**src/hw/rtl/pwsg_pkg.sv**
```systemverilog
package pwsg_pkg;

    // Waveform geometry and output range
    localparam int SAMPLES_PER_PERIOD = 100;
    localparam int FULL_SCALE         = 10000;
    localparam int DAC_MAX            = 65535;
    localparam int CENTRE             = FULL_SCALE / 2;
    localparam int HALF_PERIOD        = SAMPLES_PER_PERIOD / 2;
    localparam int QUARTER_PERIOD     = SAMPLES_PER_PERIOD / 4;
    localparam int SINE_DEN           = 2000;

    // Field widths
    localparam int IDX_W   = 7;
    localparam int CODE_W  = 16;
    localparam int AMP_W   = 14;
    localparam int OFF_W   = 14;
    localparam int SHAPE_W = 2;
    localparam int CFG_W   = 14;
    localparam int CFG_IDX_W = 2;

    // Constant dividers as multiply by reciprocal and shift.
    // amplitude / 100, exact for amplitude below 2**14
    localparam int STEP_RECIP = 5243;
    localparam int STEP_SHIFT = 19;
    // x / 125 after a shift by 4, i.e. y / 2000, exact for x below 2**24
    localparam int DIV_RECIP  = 8589935;
    localparam int DIV_SHIFT  = 30;
    localparam int DIV_PRE    = 4;
    // DAC_MAX / FULL_SCALE = 13107 / 2000
    localparam int SCALE_MUL  = 13107;
    // Largest sine numerator that still lands inside full scale
    localparam int SINE_SUM_MAX = FULL_SCALE * SINE_DEN;

    // Configuration register indexes
    localparam logic [CFG_IDX_W-1:0] CFG_WAVE_SHAPE = 2'd0;
    localparam logic [CFG_IDX_W-1:0] CFG_AMPLITUDE  = 2'd1;
    localparam logic [CFG_IDX_W-1:0] CFG_OFFSET     = 2'd2;

    // Wave shape codes
    localparam logic [SHAPE_W-1:0] SHAPE_SINE     = 2'd0;
    localparam logic [SHAPE_W-1:0] SHAPE_TRIANGLE = 2'd1;
    localparam logic [SHAPE_W-1:0] SHAPE_SAWTOOTH = 2'd2;
    localparam logic [SHAPE_W-1:0] SHAPE_SQUARE   = 2'd3;

    // Reset value of the amplitude register
    localparam logic [AMP_W-1:0] AMP_RESET = 14'd1000;

    // One period of sine in signed thousandths
    localparam logic signed [10:0] SIN_MILLI [SAMPLES_PER_PERIOD] = '{
        11'sd0,    11'sd63,   11'sd127,  11'sd189,  11'sd251,
        11'sd312,  11'sd372,  11'sd430,  11'sd486,  11'sd540,
        11'sd593,  11'sd643,  11'sd690,  11'sd734,  11'sd776,
        11'sd814,  11'sd850,  11'sd881,  11'sd909,  11'sd934,
        11'sd955,  11'sd972,  11'sd985,  11'sd994,  11'sd999,
        11'sd1000, 11'sd997,  11'sd990,  11'sd979,  11'sd964,
        11'sd945,  11'sd923,  11'sd896,  11'sd866,  11'sd833,
        11'sd796,  11'sd756,  11'sd713,  11'sd667,  11'sd619,
        11'sd568,  11'sd514,  11'sd459,  11'sd402,  11'sd343,
        11'sd283,  11'sd221,  11'sd159,  11'sd96,   11'sd33,
        -11'sd31,  -11'sd94,  -11'sd157, -11'sd219, -11'sd281,
        -11'sd341, -11'sd400, -11'sd457, -11'sd513, -11'sd566,
        -11'sd617, -11'sd666, -11'sd712, -11'sd755, -11'sd795,
        -11'sd832, -11'sd865, -11'sd895, -11'sd922, -11'sd944,
        -11'sd963, -11'sd978, -11'sd990, -11'sd997, -11'sd1000,
        -11'sd999, -11'sd994, -11'sd985, -11'sd972, -11'sd955,
        -11'sd935, -11'sd910, -11'sd882, -11'sd851, -11'sd816,
        -11'sd777, -11'sd736, -11'sd692, -11'sd644, -11'sd595,
        -11'sd542, -11'sd488, -11'sd432, -11'sd374, -11'sd314,
        -11'sd253, -11'sd191, -11'sd129, -11'sd66,  -11'sd2
    };

    // Sequencer states
    typedef enum logic [3:0] {
        ST_IDLE,
        ST_LOAD,
        ST_SHAPE,
        ST_SUM,
        ST_SDIV,
        ST_SQUO,
        ST_MULK,
        ST_MULD,
        ST_DONE
    } t_state;

endpackage

```
**src/hw/rtl/periodic_waveform_sample_generator_unit.sv**
```systemverilog
// Table-based waveform generator. Each transfer on the tick channel with
// i_tick high produces one DAC code for the current phase position of a
// 100-sample period and advances the phase, wrapping after sample 99; a
// transfer with i_tick low produces nothing and no stall. Shapes are
// sine (from a registered ROM of signed thousandths), triangle, falling
// sawtooth and square around a centre of 5000, with the offset setting
// negated and halved. The raw value is clipped to 0..10000 and scaled to
// 0..65535 with truncation. One item is in flight at a time: a tick with
// i_tick high stalls the tick channel through ST_LOAD to ST_DONE, sine
// adding ST_SUM, ST_SDIV and ST_SQUO. The single shared multiplier serves
// the sine product, both constant divisions by 2000 and the DAC scaling
// in separate states. The result sits in an output register, so a new
// tick is taken while it waits. Configuration is written through
// i_cfg_we/i_cfg_index/i_cfg_data; the user must write it only while the
// block is idle, which the block itself does not enforce.
module periodic_waveform_sample_generator_unit (
    input  logic                              i_clk,
    input  logic                              i_rst_n,
    input  logic                              i_cfg_we,
    input  logic [pwsg_pkg::CFG_IDX_W-1:0]    i_cfg_index,
    input  logic [pwsg_pkg::CFG_W-1:0]        i_cfg_data,
    input  logic                              i_tick_valid,
    output logic                              o_tick_stall,
    input  logic                              i_tick,
    output logic                              o_out_valid,
    input  logic                              i_out_stall,
    output logic [pwsg_pkg::CODE_W-1:0]       o_dac_code,
    output logic [pwsg_pkg::IDX_W-1:0]        o_sample_index
);
    import pwsg_pkg::*;

    t_state r_state;
    t_state n_state;

    logic [SHAPE_W-1:0]       r_wave_shape;
    logic [AMP_W-1:0]         r_amplitude;
    logic signed [OFF_W-1:0]  r_offset;
    logic [IDX_W-1:0]         r_phase;

    logic [IDX_W-1:0]         r_idx;
    logic signed [10:0]       r_sin;
    logic [7:0]               r_step;
    logic [24:0]              r_acc;
    logic [AMP_W-1:0]         r_raw;
    logic signed [48:0]       r_prod;

    logic                     r_out_valid;
    logic [CODE_W-1:0]        r_dac_code;
    logic [IDX_W-1:0]         r_out_index;

    logic                     tick_xfer;
    logic                     out_free;
    logic                     is_sine;

    logic signed [14:0]       neg_off;
    logic signed [14:0]       neg_off_adj;
    logic signed [14:0]       cpo;
    logic [26:0]              step_prod;
    logic signed [8:0]        idx_s;
    logic signed [8:0]        coef;
    logic signed [17:0]       term;
    logic signed [17:0]       raw_s;
    logic [AMP_W-1:0]         raw_clip;
    logic signed [26:0]       cpo_scaled;
    logic signed [26:0]       sine_sum;
    logic [24:0]              sum_clip;

    logic signed [23:0]       mul_a;
    logic signed [24:0]       mul_b;
    logic signed [48:0]       mul_p;

    assign tick_xfer    = i_tick_valid && !o_tick_stall;
    assign out_free     = !r_out_valid || !i_out_stall;
    assign is_sine      = (r_wave_shape == SHAPE_SINE);
    assign o_tick_stall = (r_state != ST_IDLE);
    assign o_out_valid  = r_out_valid;
    assign o_dac_code   = r_dac_code;
    assign o_sample_index = r_out_index;

    // Centre plus offset, the offset negated and halved toward zero
    always_comb begin
        neg_off     = -15'(r_offset);
        neg_off_adj = neg_off + (neg_off[14] ? 15'sd1 : 15'sd0);
        cpo         = 15'(CENTRE) + (neg_off_adj >>> 1);
    end

    // Amplitude per sample step
    assign step_prod = 27'(r_amplitude) * 27'(STEP_RECIP);

    // Step multiplier for triangle and sawtooth
    always_comb begin
        idx_s = $signed({2'b00, r_idx});
        coef  = 9'(HALF_PERIOD) - idx_s;
        if (r_wave_shape == SHAPE_TRIANGLE) begin
            if (r_idx < IDX_W'(HALF_PERIOD)) begin
                coef = (idx_s <<< 1) - 9'(2 * QUARTER_PERIOD);
            end else begin
                coef = 9'(SAMPLES_PER_PERIOD + 2 * QUARTER_PERIOD) - (idx_s <<< 1);
            end
        end
        term = 18'($signed({1'b0, r_step})) * 18'(coef);
    end

    // Non-sine raw value and its clip to full scale
    always_comb begin
        if (r_wave_shape == SHAPE_SQUARE) begin
            if (r_idx < IDX_W'(HALF_PERIOD)) begin
                raw_s = 18'(cpo) + $signed({5'd0, r_amplitude[AMP_W-1:1]});
            end else begin
                raw_s = 18'(cpo) - $signed({5'd0, r_amplitude[AMP_W-1:1]});
            end
        end else begin
            raw_s = 18'(cpo) + term;
        end
        if (raw_s < 18'sd0) begin
            raw_clip = '0;
        end else if (raw_s > 18'(FULL_SCALE)) begin
            raw_clip = AMP_W'(FULL_SCALE);
        end else begin
            raw_clip = raw_s[AMP_W-1:0];
        end
    end

    // Sine numerator, clipped so that its quotient stays in full scale
    always_comb begin
        cpo_scaled = 27'(cpo) * 27'sd2000;
        sine_sum   = cpo_scaled + 27'(r_prod);
        if (sine_sum < 27'sd0) begin
            sum_clip = '0;
        end else if (sine_sum > 27'(SINE_SUM_MAX)) begin
            sum_clip = 25'(SINE_SUM_MAX);
        end else begin
            sum_clip = sine_sum[24:0];
        end
    end

    // Shared multiplier operands
    always_comb begin
        mul_a = 24'(r_raw);
        mul_b = 25'(SCALE_MUL);
        case (r_state)
            ST_SHAPE: begin
                mul_a = 24'(r_sin);
                mul_b = 25'(r_amplitude);
            end
            ST_SDIV: begin
                mul_a = 24'(r_acc[24:DIV_PRE]);
                mul_b = 25'(DIV_RECIP);
            end
            ST_MULD: begin
                mul_a = 24'(r_prod[26:DIV_PRE]);
                mul_b = 25'(DIV_RECIP);
            end
            default: begin
                mul_a = 24'(r_raw);
                mul_b = 25'(SCALE_MUL);
            end
        endcase
    end
    assign mul_p = mul_a * mul_b;

    // Sequencer next state
    always_comb begin
        n_state = r_state;
        case (r_state)
            ST_IDLE:  if (tick_xfer && i_tick) n_state = ST_LOAD;
            ST_LOAD:  n_state = ST_SHAPE;
            ST_SHAPE: n_state = is_sine ? ST_SUM : ST_MULK;
            ST_SUM:   n_state = ST_SDIV;
            ST_SDIV:  n_state = ST_SQUO;
            ST_SQUO:  n_state = ST_MULK;
            ST_MULK:  n_state = ST_MULD;
            ST_MULD:  n_state = ST_DONE;
            ST_DONE:  if (out_free) n_state = ST_IDLE;
            default:  n_state = ST_IDLE;
        endcase
    end

    always_ff @(posedge i_clk) begin
        if (!i_rst_n) begin
            r_state <= ST_IDLE;
        end else begin
            r_state <= n_state;
        end
    end

    // Configuration registers
    always_ff @(posedge i_clk) begin
        if (!i_rst_n) begin
            r_wave_shape <= SHAPE_SINE;
            r_amplitude  <= AMP_RESET;
            r_offset     <= '0;
        end else if (i_cfg_we) begin
            case (i_cfg_index)
                CFG_WAVE_SHAPE: r_wave_shape <= i_cfg_data[SHAPE_W-1:0];
                CFG_AMPLITUDE:  r_amplitude  <= i_cfg_data[AMP_W-1:0];
                CFG_OFFSET:     r_offset     <= $signed(i_cfg_data[OFF_W-1:0]);
                default: ;
            endcase
        end
    end

    // Phase: advance with wrap on a tick transfer with i_tick high
    always_ff @(posedge i_clk) begin
        if (!i_rst_n) begin
            r_phase <= '0;
        end else if (tick_xfer && i_tick) begin
            if (r_phase >= IDX_W'(SAMPLES_PER_PERIOD - 1)) begin
                r_phase <= '0;
            end else begin
                r_phase <= r_phase + 1'b1;
            end
        end
    end

    // Datapath registers
    always_ff @(posedge i_clk) begin
        case (r_state)
            ST_IDLE: begin
                if (tick_xfer && i_tick) begin
                    r_idx <= r_phase;
                end
            end
            ST_LOAD: begin
                r_sin  <= SIN_MILLI[r_idx];
                r_step <= step_prod[STEP_SHIFT+7:STEP_SHIFT];
            end
            ST_SHAPE: begin
                if (is_sine) begin
                    r_prod <= mul_p;
                end else begin
                    r_raw <= raw_clip;
                end
            end
            ST_SUM: r_acc <= sum_clip;
            ST_SDIV: r_prod <= mul_p;
            ST_SQUO: r_raw <= r_prod[DIV_SHIFT+AMP_W-1:DIV_SHIFT];
            ST_MULK: r_prod <= mul_p;
            ST_MULD: r_prod <= mul_p;
            default: ;
        endcase
    end

    // Output register: load when free, drop on transfer
    always_ff @(posedge i_clk) begin
        if (!i_rst_n) begin
            r_out_valid <= 1'b0;
        end else if (r_state == ST_DONE && out_free) begin
            r_out_valid <= 1'b1;
        end else if (!i_out_stall) begin
            r_out_valid <= 1'b0;
        end
    end

    always_ff @(posedge i_clk) begin
        if (r_state == ST_DONE && out_free) begin
            r_dac_code  <= r_prod[DIV_SHIFT+CODE_W-1:DIV_SHIFT];
            r_out_index <= r_idx;
        end
    end

endmodule

```
**config.mk**
```make
export PLATFORM = sky130hd
export DESIGN_NAME = periodic_waveform_sample_generator_unit
export DESIGN_NICKNAME = d
export VERILOG_FILES = /design/src/hw/rtl/pwsg_pkg.sv /design/src/hw/rtl/periodic_waveform_sample_generator_unit.sv
export SDC_FILE = /design/constraint.sdc
export NUM_CORES = 2
export LEC_CHECK = 0
export BUFFER_PORTS_ARGS = -buffer_cell sky130_fd_sc_hd__buf_2
export CAP_MARGIN = 15
export CORE_MARGIN = 2
export CORE_UTILIZATION = 55
export CTS_BUF_LIST = sky130_fd_sc_hd__clkbuf_16
export DETAILED_ROUTE_END_ITERATION = 8
export GPL_TIMING_DRIVEN = 1
export HOLD_SLACK_MARGIN = 0.12
export PLACE_DENSITY = 0.74
export SYNTH_ARGS = -nofsm -noshare
export SYNTH_HDL_FRONTEND = slang
export SYNTH_SLANG_ARGS = --single-unit
```
**constraint.sdc**
```tcl
create_clock -name i_clk -period 22.2 [get_ports i_clk]
set_clock_uncertainty 0.2 [all_clocks]
set_input_delay 3.33 -clock i_clk [delete_from_list [all_inputs] [get_ports i_clk]]
set_output_delay 3.33 -clock i_clk [all_outputs]
set_load 0.05 [all_outputs]
```
=== After elaboration in Yosys (flattened, before gate mapping) ===
Memories as Yosys holds them, arrays and structs flattened. A register that Yosys moved wholly into a read port is not among the register bits.
Index checks and enable logic that the tools add are counted.

* Add/subtract/negate cells: 11
* $mul: 4
* Magnitude comparators: 6
* Equal/unequal tests: 17
* Multiplexer cells: 21
* Bitwise logic cells: 1
* Reduce and logical (&&, ||, !) cells: 23

{| class="wikitable"
|+ Operators with widths
! kind !! number
|-
| 46-bit one-hot mux with 2 select lines || 1
|-
| 24-bit one-hot mux with 3 select lines || 1
|-
| 24-bit one-hot mux with 2 select lines || 1
|-
| 24-bit by 25-bit multiplier with 46-bit output || 1
|-
| 46-bit 2-to-1 mux || 1
|-
| 14-bit 2-to-1 mux || 3
|-
| 18-bit 2-to-1 mux || 2
|-
| 4-bit one-hot mux with 9 select lines || 1
|-
| 14-bit one-hot mux with 2 select lines || 1
|-
| 27-bit adder || 1
|-
| 27-bit by 26-bit > comparator with 1-bit output (second input constant) || 1
|-
| 27-bit by 1-bit less-than comparator with 1-bit output (second input constant) || 1
|-
| 14-bit by 13-bit multiplier with 27-bit output (second input constant) || 1
|-
| 25-bit 2-to-1 mux || 1
|-
| 15-bit by 8-bit multiplier with 23-bit output (second input constant) || 1
|-
| 15-bit by 18-bit adder with 18-bit output || 1
|-
| 18-bit by 15-bit > comparator with 1-bit output (second input constant) || 1
|-
| 18-bit by 1-bit less-than comparator with 1-bit output (second input constant) || 1
|-
| 9-bit by 9-bit multiplier with 18-bit output || 1
|-
| 9-bit 2-to-1 mux || 2
|-
| 15-bit by 14-bit adder with 16-bit output || 1
|-
| 4-bit by 3-bit == test with 1-bit output (second input constant) || 4
|-
| 15-bit by 14-bit subtractor with 16-bit output || 1
|-
| 14-bit by 14-bit adder with 15-bit output (first input constant) || 1
|-
| 30 further kinds || 52
|}

* Register bits: 165
* Bits in read-only memories: 1408
* Input port bits: 22
* Logic and storage cells: 98
* Memories: 1

{| class="wikitable"
|+ Memories
! memory !! words !! width !! rd ports !! clocked after Yosys merged registers in !! wr ports !! line !! RTL
|-
| (name not given) || 128 || 11 || 1 || 1 || 0 || periodic_waveform_sample_generator_unit.sv:225 || <nowiki>r_sin <= SIN_MILLI[r_idx];</nowiki>
|}

=== Longest topological paths before layout ===
* Word-level depth: 12
* Gate-level depth with buffers: 43
* Gate-level depth less buffers: 41

=== Worst setup path after synthesis ===
OpenSTA, ideal clock, no wires.

* Path kind: reg-to-reg
* Start: register r_offset[0]
* End: register r_acc[17] (data pin)
* Setup time: 268 ps
* Arrival time: 9835 ps
* Path slack: 11897 ps
* Stages on the path, launching flop included: 42
* Period minus slack after synthesis: 10303 ps
* Path through: dfxtp_1 -> inv_1 -> ha_1 -> buf_2 -> nor4b_1 -> nand4_1 -> nor3b_1 -> ha_1 -> nand3b_1 -> nor3_1 -> mux2_2 -> nor3b_1 -> inv_1 -> ha_1 -> xor2_1 -> fa_1 -> inv_1 -> fa_1 -> [6 not listed] -> a21boi_0 -> o21ai_0 -> nor2b_1 -> xnor2_1 -> ha_1 -> o21a_1 -> o21a_1 -> nor2_1 -> nor2_1 -> a31o_2 -> a21oi_1 -> a21oi_1 -> and4_1 -> a2111oi_0 -> xor2_1 -> or3_1 -> clkbuf_1 -> nor2_1

* Word-level cells in the longest chain between the ends: 8
* Elaborated cells on any way between the ends: 9
* Those cells by class: add/sub: 4; mul: 1; order compare: 2; mux: 1; reduce/logical: 1

{| class="wikitable"
|+ RTL lines
! item !! line !! RTL
|-
| start: declaration || periodic_waveform_sample_generator_unit.sv:37 || <nowiki>logic signed [OFF_W-1:0] r_offset;</nowiki>
|-
| start signal: assignment || periodic_waveform_sample_generator_unit.sv:197 || <nowiki>CFG_OFFSET: r_offset <= $signed(i_cfg_data[OFF_W-1:0]);</nowiki>
|-
| 14-bit negation with 15-bit output * || periodic_waveform_sample_generator_unit.sv:82 || <nowiki>neg_off = -15'(r_offset);</nowiki>
|-
| 1-bit 2-to-1 mux || periodic_waveform_sample_generator_unit.sv:83 || <nowiki>neg_off_adj = neg_off + (neg_off[14] ? 15'sd1 : 15'sd0);</nowiki>
|-
| 15-bit by 2-bit adder with 15-bit output * || periodic_waveform_sample_generator_unit.sv:83 ||
|-
| 14-bit by 14-bit adder with 15-bit output * || periodic_waveform_sample_generator_unit.sv:84 || <nowiki>cpo = 15'(CENTRE) + (neg_off_adj >>> 1);</nowiki>
|-
| 15-bit by 8-bit multiplier with 23-bit output * || periodic_waveform_sample_generator_unit.sv:126 || <nowiki>cpo_scaled = 27'(cpo) * 27'sd2000;</nowiki>
|-
| 27-bit adder * || periodic_waveform_sample_generator_unit.sv:127 || <nowiki>sine_sum = cpo_scaled + 27'(r_prod);</nowiki>
|-
| 27-bit by 1-bit less-than comparator with 1-bit output / 27-bit by 26-bit > comparator with 1-bit output (equally long branches) || periodic_waveform_sample_generator_unit.sv:128, periodic_waveform_sample_generator_unit.sv:130 ||
|-
| 2-bit OR reduction (no line) || n/a ||
|-
| end signal: assignment || periodic_waveform_sample_generator_unit.sv:235 || <nowiki>ST_SUM: r_acc <= sum_clip;</nowiki>
|-
| end: declaration || periodic_waveform_sample_generator_unit.sv:43 || <nowiki>logic [24:0] r_acc;</nowiki>
|}

Every way passes the cells marked *; elsewhere a longest branch is shown, timed or not.
A chain may end at the register's enable or synchronous reset.

=== Worst setup path after layout ===
Same ends and word-level chain as after synthesis.

==> reports/summary.txt <==
status -> finished clean
startpoint types -> flip-flop
Synth cell types -> 98
CTS Buf Count -> 17
post-synth top area share -> 0.286
top-count cell post-synth -> inv_1
CP max stage delay -> 830 ps
sequential share of the synthesized area -> 0.135
WL per Instance -> 20.6 um
gr usage total -> 0.311
final period utilization -> 0.507
WHS Path Cells -> 0
first-iteration detailed-routing DRC count -> 2771
DR vias/cell -> 5.84
max cap viols -> 0
crit path kind -> reg -> reg
slowest CP cell -> xor2_1
endpoints failing setup -> 0
cell taking the most area after synthesis -> fa_1
Syn Area/Cell -> 9.04 um^2
Slew Viols, Final -> 0
fill count -> 5419
CTS tree -> done
die height -> 255 um
area grow syn2layout -> 5.22%
number of detailed-route iterations in the first pass -> 9
Final Hold Fails -> 0
DIE AREA -> 64800 um^2
Die W -> 255 um
Async S/R FF share, synth -> 0
Clock Root Buffer -> clkbuf_16
initial antenna violation count -> 1
RSZ-0062 raised after global routing -> false
ANT nets after route -> 0
Synth top cells by count -> inv_1 (726), ha_1 (507), fa_1 (493)
Synth Flop Type -> edfxtp_1
number of buffers inserted by port buffering -> 46
fmax -> 88.8 MHz
Post-CTS Setup Inserts -> 0
clk sink count -> 169
Post-CTS Hold Buffers -> 0
DRC Markers -> 0
ratio of cells with drive above 1 in the final layout -> 0.0553
Initial Util -> 0.558
Crit. End Element -> flip-flop
dominant cells by area after synthesis -> fa_1 (29%), ha_1 (18%), edfxtp_1 (11%)
Post-synth EDFFs -> 127
first-pass GRT wire length -> 154 mm
Yosys warning count -> 0
Final TNS setup -> 0 ps
Cells after Synth -> 3823
reg2reg setup slack -> 10940 ps
Worst Hold Class -> reg -> reg
IO Pins -> 47
Worst Path Max Fanout -> 12
clock slew at reported path FFs -> 70 ps
H-tree Lvls -> 4
worst skew pair latency -> 460 ps
synthesized area -> 34500 um^2
area of the core -> 61900 um^2
largest net degree at the start of global routing -> 71
actual slew at the worst max-slew pin -> 1120 ps
post_cts resized -> 0
R2R cell count -> 38
Remaining Overflow, GRT -> 0
Crit path top cell by count -> a21oi_1
Final min period -> 11260 ps
syn_nets -> 4845
Detailed Route WL -> 95.9 mm
Clock Tree Buf Depth -> 2
Site Rows -> 91
Ant. Diodes -> 0
vias in the first global route -> 27600
Max-Slew Margin vs Limit -> 0.242
GPL Wtd Cong -> 1.01
post-DP HPWL -> 77.5 mm
CP Data Required Time -> 22180 ps
Worst Path Arrival -> 11240 ps
nets -> 4828
routed via count -> 27200
#FFs+latches synth -> 169
## metal layers
| layer | vias up | part of all wire | global-route usage |
|---|---|---|---|
| li1 | 12400 | - | - |
| met1 | 13300 | 0.41 | 0.424 |
| met2 | 1260 | 0.45 | 0.487 |
| met3 | 213 | 0.10 | 0.0613 |
| met4 | 0 | 0.044 | 0.125 |
| met5 | - | 0 | 0 |
## worst max-delay path, delay by kind of cell (launching register included)
family	cells	cell delay, ps
flip-flops	1	430
multiplexers	1	370
AND/OR/NAND/NOR	9	1790
adder cells (fa/ha/maj)	9	3260
AO/OA/AOI/OAI	11	2720
XOR/XNOR	3	1610
buffers and inverters	5	610
## final timing paths
| check | startpoint | endpoint |
|---|---|---|
| max | r_offset[0]$_SDFFE_PN0P_ | r_acc[17]$_SDFFCE_PP0P_ |
| min | r_prod[44]$_DFFE_PP_ | o_dac_code[14]$_DFFE_PP_ |
| max reg2reg | r_offset[0]$_SDFFE_PN0P_ | r_acc[17]$_SDFFCE_PP0P_ |
| min reg2reg | r_prod[44]$_DFFE_PP_ | o_dac_code[14]$_DFFE_PP_ |
## area by class of cell
| type | instances | area [um^2] | share of cell area |
|---|---|---|---|
| clock buffer | 17 | 425 | 0.0117 |
| clock inverter | 15 | 199 | 0.00547 |
| inverter | 728 | 2730 | 0.0752 |
| multi-input combinational | 2794 | 26700 | 0.734 |
| sequential | 169 | 4650 | 0.128 |
| tap | 837 | 1050 | 0.0288 |
| timing repair buffer | 96 | 606 | 0.0167 |
## kinds of logic after synthesis
group,Yosys count,synth area share
buffers and inverters,860,0.0944
and+or+nand+nor,1017,0.138
adders and majority gates,1000,0.469
muxes,19,0.00735
AOI/OAI and AO/OA,604,0.115
DFF,169,0.135
other,1,0.000109
xor gates and xnor gates,153,0.0407
## metrics by stage
step | instances | hold WS [ps] | setup WS [ps] | utilization | area (um^2)
CTS | 4655 | 232 | 11030 | 0.587 | 36300
finish | 4656 | 227 | 10940 | 0.587 | 36300
floorplan | 3823 | 200 | 11900 | - | 34500
global route | 4656 | 232 | 10050 | 0.587 | 36300
detailed placement | 4623 | 215 | 11100 | 0.577 | 35700
global placement | 4623 | 202 | 11320 | 0.577 | 35700
## sequential cells by signal, indices dropped and copies added, names as in the netlist
register	flops
r_prod	43
r_acc	21
o_dac_code	16
r_amplitude	14
r_offset	14
r_raw	14
r_sin	11
r_step	8
o_sample_index	7
r_idx	7
r_phase	7
r_state	4
r_wave_shape	2
o_out_valid	1
## cells in the final DEF (no fill, tap or decap), types with 8 or more instances in the layout
cell type / n
fa_1: 493
and3_1: 20
o31ai_1: 12
clkbuf_16: 17
a31oi_1: 17
a21oi_1: 163
buf_4: 50
xor2_1: 49
inv_1: 729
a211oi_1: 23
o31ai_2: 9
o211ai_1: 20
nor3b_1: 9
a311oi_1: 11
ha_1: 507
buf_2: 46
nor4_1: 8
or2_2: 33
a22oi_1: 10
a22o_1: 8
nor2_1: 279
o21a_1: 21
o21ai_0: 127
a21o_1: 45
nand2b_1: 27
and2_1: 56
a221oi_1: 11
nand4_1: 14
mux2i_1: 13
a21boi_0: 30
nor3_1: 43
o21ai_1: 11
dfxtp_1: 42
nand3_1: 80
edfxtp_1: 127
o21bai_1: 17
xnor2_1: 99
or3_1: 15
nand2_1: 357
nor2b_1: 32
Power is left out: the tool's default activity adds up to more than one toggle a clock period on the data nets, which glitch-free logic cannot reach.
